`src/rtl/core/mtfrcb_pkg.sv`:
```
// Shared constants, control structs and state encodings for the
// move-to-front rank binarizer. No dependencies.

package mtfrcb_pkg;

    localparam int TABLE_SIZE  = 256;
    localparam int SYM_W       = 8;
    localparam int RANK_W      = 9;
    localparam int CTX_W       = 9;
    localparam int SIZE_BITS   = 30;
    localparam int CNT_W       = 5;
    localparam int GROUP_LEN   = 16;
    localparam int NUM_GROUPS  = TABLE_SIZE / GROUP_LEN;
    localparam int NODE_W      = 7;

    localparam logic [RANK_W-1:0] MARKER_RANK = 9'd256;
    localparam logic [RANK_W-1:0] CTX_CLAMP   = 9'd3;
    localparam logic [CTX_W-1:0]  CTX_RANK1   = 9'd4;
    localparam logic [CTX_W-1:0]  CTX_GROUP   = 9'd6;
    localparam logic [2:0]        LAST_GROUP  = 3'd7;

    typedef struct packed {
        logic               init;
        logic               shift;
        logic [SYM_W-1:0]   key;
        logic [SYM_W-1:0]   rank;
    } t_cell_ctl;

    typedef struct packed {
        logic                 start;
        logic                 hdr;
        logic [RANK_W-1:0]    rank;
        logic [1:0]           ctx_c;
        logic [SIZE_BITS-1:0] bsize;
    } t_emit_cmd;

    typedef enum logic [2:0] {
        PH_IDLE,
        PH_FLAG0,
        PH_FLAG1,
        PH_GROUP,
        PH_OFFSET,
        PH_SIZE
    } t_phase;

    typedef enum logic [2:0] {
        ST_IDLE,
        ST_LOOK1,
        ST_LOOK2,
        ST_START,
        ST_EMIT
    } t_state;

endpackage

```
`src/rtl/core/mtfrcb_emit.sv`:
```
// Decision sequencer: turns a rank or a block size into a run of binary
// decisions with context numbers, behind a registered output stage.
// Depends on mtfrcb_pkg.

module mtfrcb_emit
    import mtfrcb_pkg::*;
(
    input  logic             i_clk,
    input  logic             i_rst_n,
    input  t_emit_cmd        i_cmd,
    output logic             o_busy,
    output logic             o_valid,
    input  logic             i_ready,
    output logic             o_decision_bit,
    output logic [CTX_W-1:0] o_context_index,
    output logic             o_raw_bit,
    output logic             o_last_of_item
);

    t_phase               r_phase, n_phase;
    logic [RANK_W-1:0]    r_rank;
    logic [1:0]           r_ctx_c;
    logic [2:0]           r_g, n_g;
    logic [2:0]           r_bidx, n_bidx;
    logic [NODE_W-1:0]    r_node, n_node;
    logic [SIZE_BITS-1:0] r_size, n_size;
    logic [CNT_W-1:0]     r_cnt, n_cnt;
    logic                 r_ovalid;
    logic                 r_obit, n_obit;
    logic [CTX_W-1:0]     r_octx, n_octx;
    logic                 r_oraw, n_oraw;
    logic                 r_olast, n_olast;
    logic                 w_adv;
    logic                 w_in_group;
    logic [CTX_W-1:0]     w_gbase;
    logic [SYM_W-1:0]     w_rank_lo;

    assign w_adv      = (r_phase != PH_IDLE) && (!r_ovalid || i_ready);
    assign w_in_group = ((r_rank >> ({1'b0, r_g} + 4'd1)) == '0);
    assign w_gbase    = CTX_GROUP + (CTX_W'(1) << r_g);
    assign w_rank_lo  = r_rank[SYM_W-1:0];

    always_comb begin
        n_phase = r_phase;
        n_g     = r_g;
        n_bidx  = r_bidx;
        n_node  = r_node;
        n_size  = r_size;
        n_cnt   = r_cnt;
        n_obit  = 1'b0;
        n_octx  = '0;
        n_oraw  = 1'b0;
        n_olast = 1'b0;
        unique case (r_phase)
            PH_IDLE: begin
            end
            PH_FLAG0: begin
                n_obit  = (r_rank == '0);
                n_octx  = CTX_W'(r_ctx_c);
                n_olast = (r_rank == '0);
                n_phase = (r_rank == '0) ? PH_IDLE : PH_FLAG1;
            end
            PH_FLAG1: begin
                n_obit  = (r_rank == RANK_W'(1));
                n_octx  = CTX_RANK1 + CTX_W'(r_ctx_c);
                n_olast = (r_rank == RANK_W'(1));
                n_phase = (r_rank == RANK_W'(1)) ? PH_IDLE : PH_GROUP;
                n_g     = 3'd1;
            end
            PH_GROUP: begin
                n_obit = w_in_group;
                n_octx = w_gbase;
                if (w_in_group) begin
                    n_phase = PH_OFFSET;
                    n_bidx  = r_g - 3'd1;
                    n_node  = NODE_W'(1);
                end else if (r_g == LAST_GROUP) begin
                    n_olast = 1'b1;
                    n_phase = PH_IDLE;
                end else begin
                    n_g = r_g + 3'd1;
                end
            end
            PH_OFFSET: begin
                n_obit  = w_rank_lo[r_bidx];
                n_octx  = w_gbase + CTX_W'(r_node);
                n_node  = {r_node[NODE_W-2:0], w_rank_lo[r_bidx]};
                n_olast = (r_bidx == '0);
                if (r_bidx == '0) begin
                    n_phase = PH_IDLE;
                end else begin
                    n_bidx = r_bidx - 3'd1;
                end
            end
            PH_SIZE: begin
                n_obit  = r_size[SIZE_BITS-1];
                n_oraw  = 1'b1;
                n_size  = {r_size[SIZE_BITS-2:0], 1'b0};
                n_olast = (r_cnt == CNT_W'(SIZE_BITS - 1));
                n_cnt   = r_cnt + CNT_W'(1);
                if (r_cnt == CNT_W'(SIZE_BITS - 1)) begin
                    n_phase = PH_IDLE;
                end
            end
            default: begin
                n_phase = PH_IDLE;
            end
        endcase
    end

    always_ff @(posedge i_clk) begin
        if (!i_rst_n) begin
            r_phase  <= PH_IDLE;
            r_ovalid <= 1'b0;
        end else if (i_cmd.start) begin
            r_phase <= i_cmd.hdr ? PH_SIZE : PH_FLAG0;
            r_rank  <= i_cmd.rank;
            r_ctx_c <= i_cmd.ctx_c;
            r_size  <= i_cmd.bsize;
            r_cnt   <= '0;
            if (i_ready) begin
                r_ovalid <= 1'b0;
            end
        end else if (w_adv) begin
            r_phase  <= n_phase;
            r_g      <= n_g;
            r_bidx   <= n_bidx;
            r_node   <= n_node;
            r_size   <= n_size;
            r_cnt    <= n_cnt;
            r_ovalid <= 1'b1;
            r_obit   <= n_obit;
            r_octx   <= n_octx;
            r_oraw   <= n_oraw;
            r_olast  <= n_olast;
        end else if (i_ready) begin
            r_ovalid <= 1'b0;
        end
    end

    assign o_busy          = (r_phase != PH_IDLE);
    assign o_valid         = r_ovalid;
    assign o_decision_bit  = r_obit;
    assign o_context_index = r_octx;
    assign o_raw_bit       = r_oraw;
    assign o_last_of_item  = r_olast;

endmodule

```
`config.mk`:
```
export PLATFORM = sky130hd
export DESIGN_NAME = mtfrcb_emit
export DESIGN_NICKNAME = d
export VERILOG_FILES = /design/src/rtl/core/mtfrcb_pkg.sv /design/src/rtl/core/mtfrcb_emit.sv
export SDC_FILE = /design/constraint.sdc
export NUM_CORES = 1
export LEC_CHECK = 0
export BUFFER_PORTS_ARGS = -buffer_cell sky130_fd_sc_hd__buf_2
export CAP_MARGIN = 15
export CORE_UTILIZATION = 45
export DETAILED_ROUTE_END_ITERATION = 8
export PLACE_DENSITY_LB_ADDON = 0.15
export SYNTH_ARGS = -nofsm -noshare
export SYNTH_HDL_FRONTEND = slang
export SYNTH_SLANG_ARGS = --single-unit
export TNS_END_PERCENT = 100
```
`constraint.sdc`:
```
create_clock -name i_clk -period 3.2 [get_ports i_clk]
set_clock_uncertainty 0.05 [all_clocks]
set_input_delay 0.48 -clock i_clk [delete_from_list [all_inputs] [get_ports i_clk]]
set_output_delay 0.48 -clock i_clk [all_outputs]
set_load 0.005 [all_outputs]
```
==> impl_metrics.tcl, run 1 <==
set metrics [dict create \
    wl_met1_um 3558 \
    setup_slack_ns 0.2520 \
    dr_wl_met3_um 334 \
    drive_gt1_share_pct 32.51 \
    synth.net_count 364 \
    swShare_pct 22.36 \
    grt-ovfl-total 0 \
    fin_crit_ns 2.948 \
    drt_pass1_iterations 4 \
    num_rows 33 \
    cp.arrival_ns 3.00 \
    p_seq_share_pct 56.9 \
    nets 427 \
    yosysWarnings 0 \
    worstPathCellList "inv_1, ha_1, nand2_1, ha_1, inv_1, ha_1, a21o_1, a21oi_1, o211ai_1, xor2_1, a22o_1" \
    cap_violations 0 \
    max_stage_delay_ns 0.46 \
    clock-sinks 75 \
    yosys.area.top_type_share_pct 54.86 \
    cts_buffers 9 \
    p_comb_share_pct 8.3 \
    vias 2486 \
    grt_pass1_wl_um 12040 \
    cts_repair_resize_count 0 \
    hpwl_um 5387 \
    ant_nets 0 \
    cp-start-kind "flop" \
    wl_per_cell_um 15.69 \
    status "finished clean" \
    synth-edff-count 71 \
    top_layer "met4" \
    hold_viol_final 0 \
    globalplace.congestion 0.8335 \
    start_util_pct 46.83 \
    syn2layout_area_growth_pct 15.74 \
    cts_tree "yes" \
    synth.most_common_cell "edfxtp_1" \
    internal-power_mw 1.565 \
    synth_simple_gate_area_share_pct 11.17 \
    worst_path_max_delay_cell "edfxtp_1" \
    synth_top_family_by_area "simple AND/OR/NAND/NOR gates" \
    synth_compound_area_share_pct 9.240 \
    ys_seq_area_share_pct 56.92 \
    holdCritPathClass "in2reg" \
    yosys-top-cells-area "edfxtp_1 (55%), mux2_2 (8.7%), ha_1 (6.1%)" \
    layout.cells.non_filler 471 \
    die_height_um 94.93 \
    max_clock_freq_mhz 339.2 \
    synth_mux_area_share_pct 10.62 \
    min_period_over_period_pct 92.12 \
    end_kind "flop" \
    hold_buffers 0 \
    ys_top_cells_by_count "edfxtp_1 (71), mux2_2 (30), ha_1 (19)" \
    syn_area_per_cell_um2 13.04 \
    syn_area_mm2 0.003886 \
    required_ns 3.25 \
    setup_viol 0 \
    worst_pin_slew_ns 0.5941 \
    crit_family "adder cells" \
    fin_util_pct 54.20 \
    grt_pass1_vias 2488 \
    antennaDiodeCount 0 \
    criticalPathCategory "reg2reg" \
    synth_flop_cell "edfxtp_1" \
    hold_ws_ns 0.2600 \
    cp_max_fo 5 \
    rsz0062_at_grt "no" \
    h-tree-depth 3 \
    path_buf_inv 2 \
    drt-total-wl_um 7388 \
    antenna_found_initial 0 \
    yosysTopAreaCell "edfxtp_1" \
    dieArea_mm2 0.009012 \
    pwr-share-clk_pct 34.8 \
    synth_async_sr_flop_share_pct 0 \
    io_buffers 59 \
    grt_usage_pct 18.15 \
    slew_viol_final 0 \
    ir_worst_vdd_v 0.0003163 \
    synthCells 298 \
    p_sw_mw 0.4507 \
    synth_seq_cells 75 \
    fp.dieW_um 94.93 \
    pin_count 60 \
    yosysUniqueCellTypes 57 \
    power_leakage_nw 1.703 \
    pre_cts_slack_ns 0.2688 \
    fill_cells 728 \
    dr_wl_met2_um 3459 \
    cp_common_cell "ha_1" \
    clk_latency_ns 0.34 \
    clock-root-buffer "clkbuf_8" \
    tns_ns 0 \
    vias_per_cell 5.278 \
    core_area_mm2 0.008299 \
    synth_fa_ha_area_share_pct 6.632 \
    power_density_mw_per_mm2 448.1 \
    path_clk_slew_ns 0.08 \
    drtIter0Drc 135 \
    clockBufferDepth 2 \
    drc 0 \
    synth_xor_area_share_pct 2.704 \
    place_inst 455 \
    post-cts-setup-buffers 0 \
    grt_max_degree 38 \
    worst_slew_margin_rel_pct 60.35 \
]
-- layer usage --
layer  vias up  GRT usage, %
met5         -             0
met4         0         6.818
met3         2         5.233
met2        57         28.18
met1      1191         24.03
li1       1236             -
-- metrics by stage --
stage	total power, mW	cell area, um2
after floorplan	1.271	3886
after CTS	2.040	4498
after global routing	2.102	4498
after detailed placement	1.337	4313
final	2.016	4498
after global placement	1.334	4313
-- cell usage in the layout, fill, tap and decap left out, types with 2 or more instances in the layout --
cell / synthesis / layout
edfxtp_1: 71 / 71
buf_2: 3 / 59
mux2_2: 30 / 30
ha_1: 19 / 19
nand2_1: 18 / 18
nor2_1: 17 / 16
inv_1: 13 / 13
a21oi_1: 11 / 11
and2_1: 10 / 10
clkbuf_8: 0 / 9
o21ai_0: 9 / 8
xnor2_1: 8 / 8
nand3_1: 6 / 6
a31oi_1: 5 / 5
xor2_1: 4 / 4
nand2b_1: 4 / 4
dfxtp_1: 4 / 4
buf_4: 1 / 4
nor2b_1: 3 / 3
o211ai_1: 3 / 3
o21ai_1: 2 / 3
mux2i_1: 3 / 3
nor4_1: 3 / 3
nor3_1: 3 / 3
a21o_1: 2 / 2
a22o_1: 2 / 2
o31ai_1: 2 / 2
o22ai_1: 2 / 2
nor2_2: 1 / 2
mux4_2: 2 / 2
a22oi_1: 2 / 2
nand3b_1: 2 / 2
and3_1: 2 / 2
clkbuf_1: 5 / 2
clkinvlp_4: 0 / 2
-- state kept, by name, summed over array words and instances, names as in the netlist --
register / cells
r_ctx_c: 2
o_raw_bit: 1
r_rank: 9
r_bidx: 3
o_decision_bit: 1
o_valid: 1
r_g: 3
r_size: 30
o_last_of_item: 1
o_context_index: 9
r_cnt: 5
r_phase: 3
r_node: 7
-- worst paths after layout --
| check | startpoint | endpoint | slack (ns) | cells after the start |
|---|---|---|---|---|
| setup / recovery | r_g[1] | o_context_index[6] | 0.25 | 11 |
| hold / removal | i_cmd[30] | r_ctx_c[0] | 0.26 | 1 |
| hold reg to reg | r_size[1] | r_size[2] | 0.50 | 1 |
| setup reg to reg | r_g[1] | o_context_index[6] | 0.25 | 11 |
-- power by group through the flow --
stage	combinational, mW	clock (mW)	sequential (mW)
after detailed placement	0.167	0	1.17
after global routing	0.184	0.765	1.15
after global placement	0.165	0	1.17
after CTS	0.168	0.724	1.15
final	0.166	0.702	1.15
after floorplan	0.111	0	1.16
-- area by class of cell --
cell class	count	area (um2)	share of cell area (%)
tap	105	131.4	2.921
inverter	14	52.55	1.168
clock buffer	11	131.4	2.921
multi-input combinational	197	1572	34.94
timing repair buffer	64	345.3	7.677
sequential	75	2212	49.18
clock inverter	5	53.80	1.196
-- kinds of logic (layout without fill, tap and decap cells) --
group                      count (synthesis)  after routing
adders and majority gates                 20             20
muxes                                     35             35
AOI/OAI and AO/OA                         50             50
buffers and inverters                     26             94
and+or+nand+nor                           80             80
xor gates and xnor gates                  12             12
DFF                                       75             75
No activity file was read; power rests on OpenSTA's default activity.
==> inputs of run 2 (changes only) <==
- clock period: 3.2 -> 2.7 ns (I/O delays scaled with it)
==> run 2 against run 1 <==
Against the previous run:
- combinational power rose by 19%
- cell count rose by 2.3%
- sequential cell count did not move
- count of clock-buffer cells in the layout fell by 2
- via count rose by 1.9%
- largest power group unchanged
- die area did not move
- cell area rose by 3.2%
- global-route usage rose by 0.26 points
- first-iteration DRC count fell by 39%
- routed wire length fell by 0.81%
- fmax rose by 14%
- hold slack got worse by 0.086 ns
==> impl_metrics.tcl, run 2 (synthesized netlist as in run 1, its figures left out) <==
set metrics [dict create \
    h-tree-depth 3 \
    setup_slack_ns 0.1234 \
    final_area_mm2 0.004642 \
    tns_ns 0 \
    reg2reg_to "o_context_index[6]" \
    layout_commonest_cell "edfxtp_1" \
    cp.arrival_ns 2.64 \
    grt-ovfl-total 0 \
    hold_depth 1 \
    ant_nets 0 \
    r2r-start "r_g[0]" \
    timing.hold.worst_endpoint "r_rank[5]" \
    hold_ws_ns 0.1740 \
    worst_pin_slew_ns 0.5094 \
    power_leakage_nw 1.766 \
    power_density_mw_per_mm2 523.9 \
    drive_gt1_share_pct 38.73 \
    dieArea_mm2 0.009012 \
    layout.cells.non_filler 482 \
    wl_per_cell_um 15.20 \
    placed_cell_area_mm2 0.004368 \
    fp.dieW_um 94.93 \
    fin_crit_ns 2.577 \
    multi_input_area_mm2 0.001632 \
    path_clk_slew_ns 0.09 \
    min_period_over_period_pct 95.43 \
    place_inst 464 \
    vias 2534 \
    slew_viol_final 0 \
    pre_cts_slack_ns -0.003645 \
    rrSetupSlack_ns 0.12 \
    cts_buffers 9 \
    hold_viol_final 0 \
    antennaDiodeCount 0 \
    pin_count 60 \
    clk_latency_ns 0.35 \
    die_height_um 94.93 \
    layout_common_cells "edfxtp_1 (71), buf_2 (59), mux2_2 (30)" \
    holdCritStartpoint "i_cmd[37]" \
    status "finished clean" \
    power_mw 2.432 \
    fill_cells 701 \
    drt_pass1_iterations 4 \
    grt_pass1_wl_um 12480 \
    fin_util_pct 55.93 \
    grt_pass1_vias 2591 \
    cp_max_fo 3 \
    worst_slew_margin_rel_pct 65.73 \
    clock-root-buffer "clkbuf_8" \
    drc 0 \
    nets 438 \
    cts_tree "yes" \
    antenna_found_initial 0 \
    syn2layout_area_growth_pct 19.45 \
    hpwl_um 5399 \
    grt_max_degree 25 \
    hold_buffers 0 \
    io_buffers 59 \
    clockBufferDepth 2 \
    holdCritPathClass "in2reg" \
    start_util_pct 46.83 \
    largest_reg_flops 30 \
    grt_usage_pct 18.42 \
    criticalPathCategory "reg2reg" \
    cap_violations 0 \
    end_kind "flop" \
    regArea_mm2 0.002212 \
    vias_per_cell 5.257 \
    regMostFlops "r_size" \
    required_ns 2.76 \
    setup_viol 0 \
    globalplace.congestion 0.8333 \
    reg2regPathDepth 10 \
    cp-start-kind "flop" \
    num_rows 33 \
    max_clock_freq_mhz 388.1 \
    drtIter0Drc 82 \
    drt-total-wl_um 7328 \
    clock-sinks 75 \
    core_area_mm2 0.008299 \
    ir_worst_vdd_v 0.0002561 \
]
## run 2: timing repair
| action | 4_1_cts | 5_1_grt |
|---|---|---|
| endpoints found under the setup margin | 2 | 4 |
| resized for setup | 2 | 13 |
| pin swaps | 1 | 3 |
| hold endpoints to repair | 0 | 0 |
| buffers inserted | 1 | 1 |
## run 2: critical path: stages, from the launching register on
cell      delay [ns]
edfxtp_1        0.39
inv_2           0.07
ha_1            0.23
nor2b_1         0.16
ha_1            0.22
fa_1            0.42
a21o_1          0.19
a21oi_2         0.14
o211ai_1        0.14
xor2_1          0.16
a22o_1          0.18
## run 2: worst max path at each step
| stage | startpoint | to | slack (ns) | cells after the start |
|---|---|---|---|---|
| 2_1_floorplan | r_g[1] | o_context_index[6] | 0.02 | 11 |
| 6_report | r_g[0] | o_context_index[6] | 0.12 | 10 |
| 3_3_place_gp | r_g[0] | o_context_index[6] | 0.04 | 11 |
| 3_5_place_dp | r_g[0] | o_context_index[6] | -0.004 | 11 |
| 4_1_cts | r_g[0] | o_context_index[6] | 0.004 | 11 |
| 5_1_grt | r_g[0] | o_context_index[7] | -0.0009 | 11 |
## run 2: where the power goes
part           internal, mW  leakage [nW]  switching [mW]
sequential             1.33         0.699          0.0295
combinational         0.102         0.963          0.0951
clock                 0.433         0.104           0.443
## run 2: layout make-up
cell class                      count  area share [%]
Clock inverter                      7           1.617
Sequential cell                    75           47.65
Clock buffer                        9           2.668
Timing Repair Buffer               75           8.949
Tap cell                          105           2.830
Multi-Input combinational cell    197           35.15
Inverter                           14           1.132
## run 2: metal layers
metal,share of wire [%],track usage (%)
met2,45,28.30
met1,46,24.74
met4,1.5,7.702
met3,6.7,4.670
met5,0,0
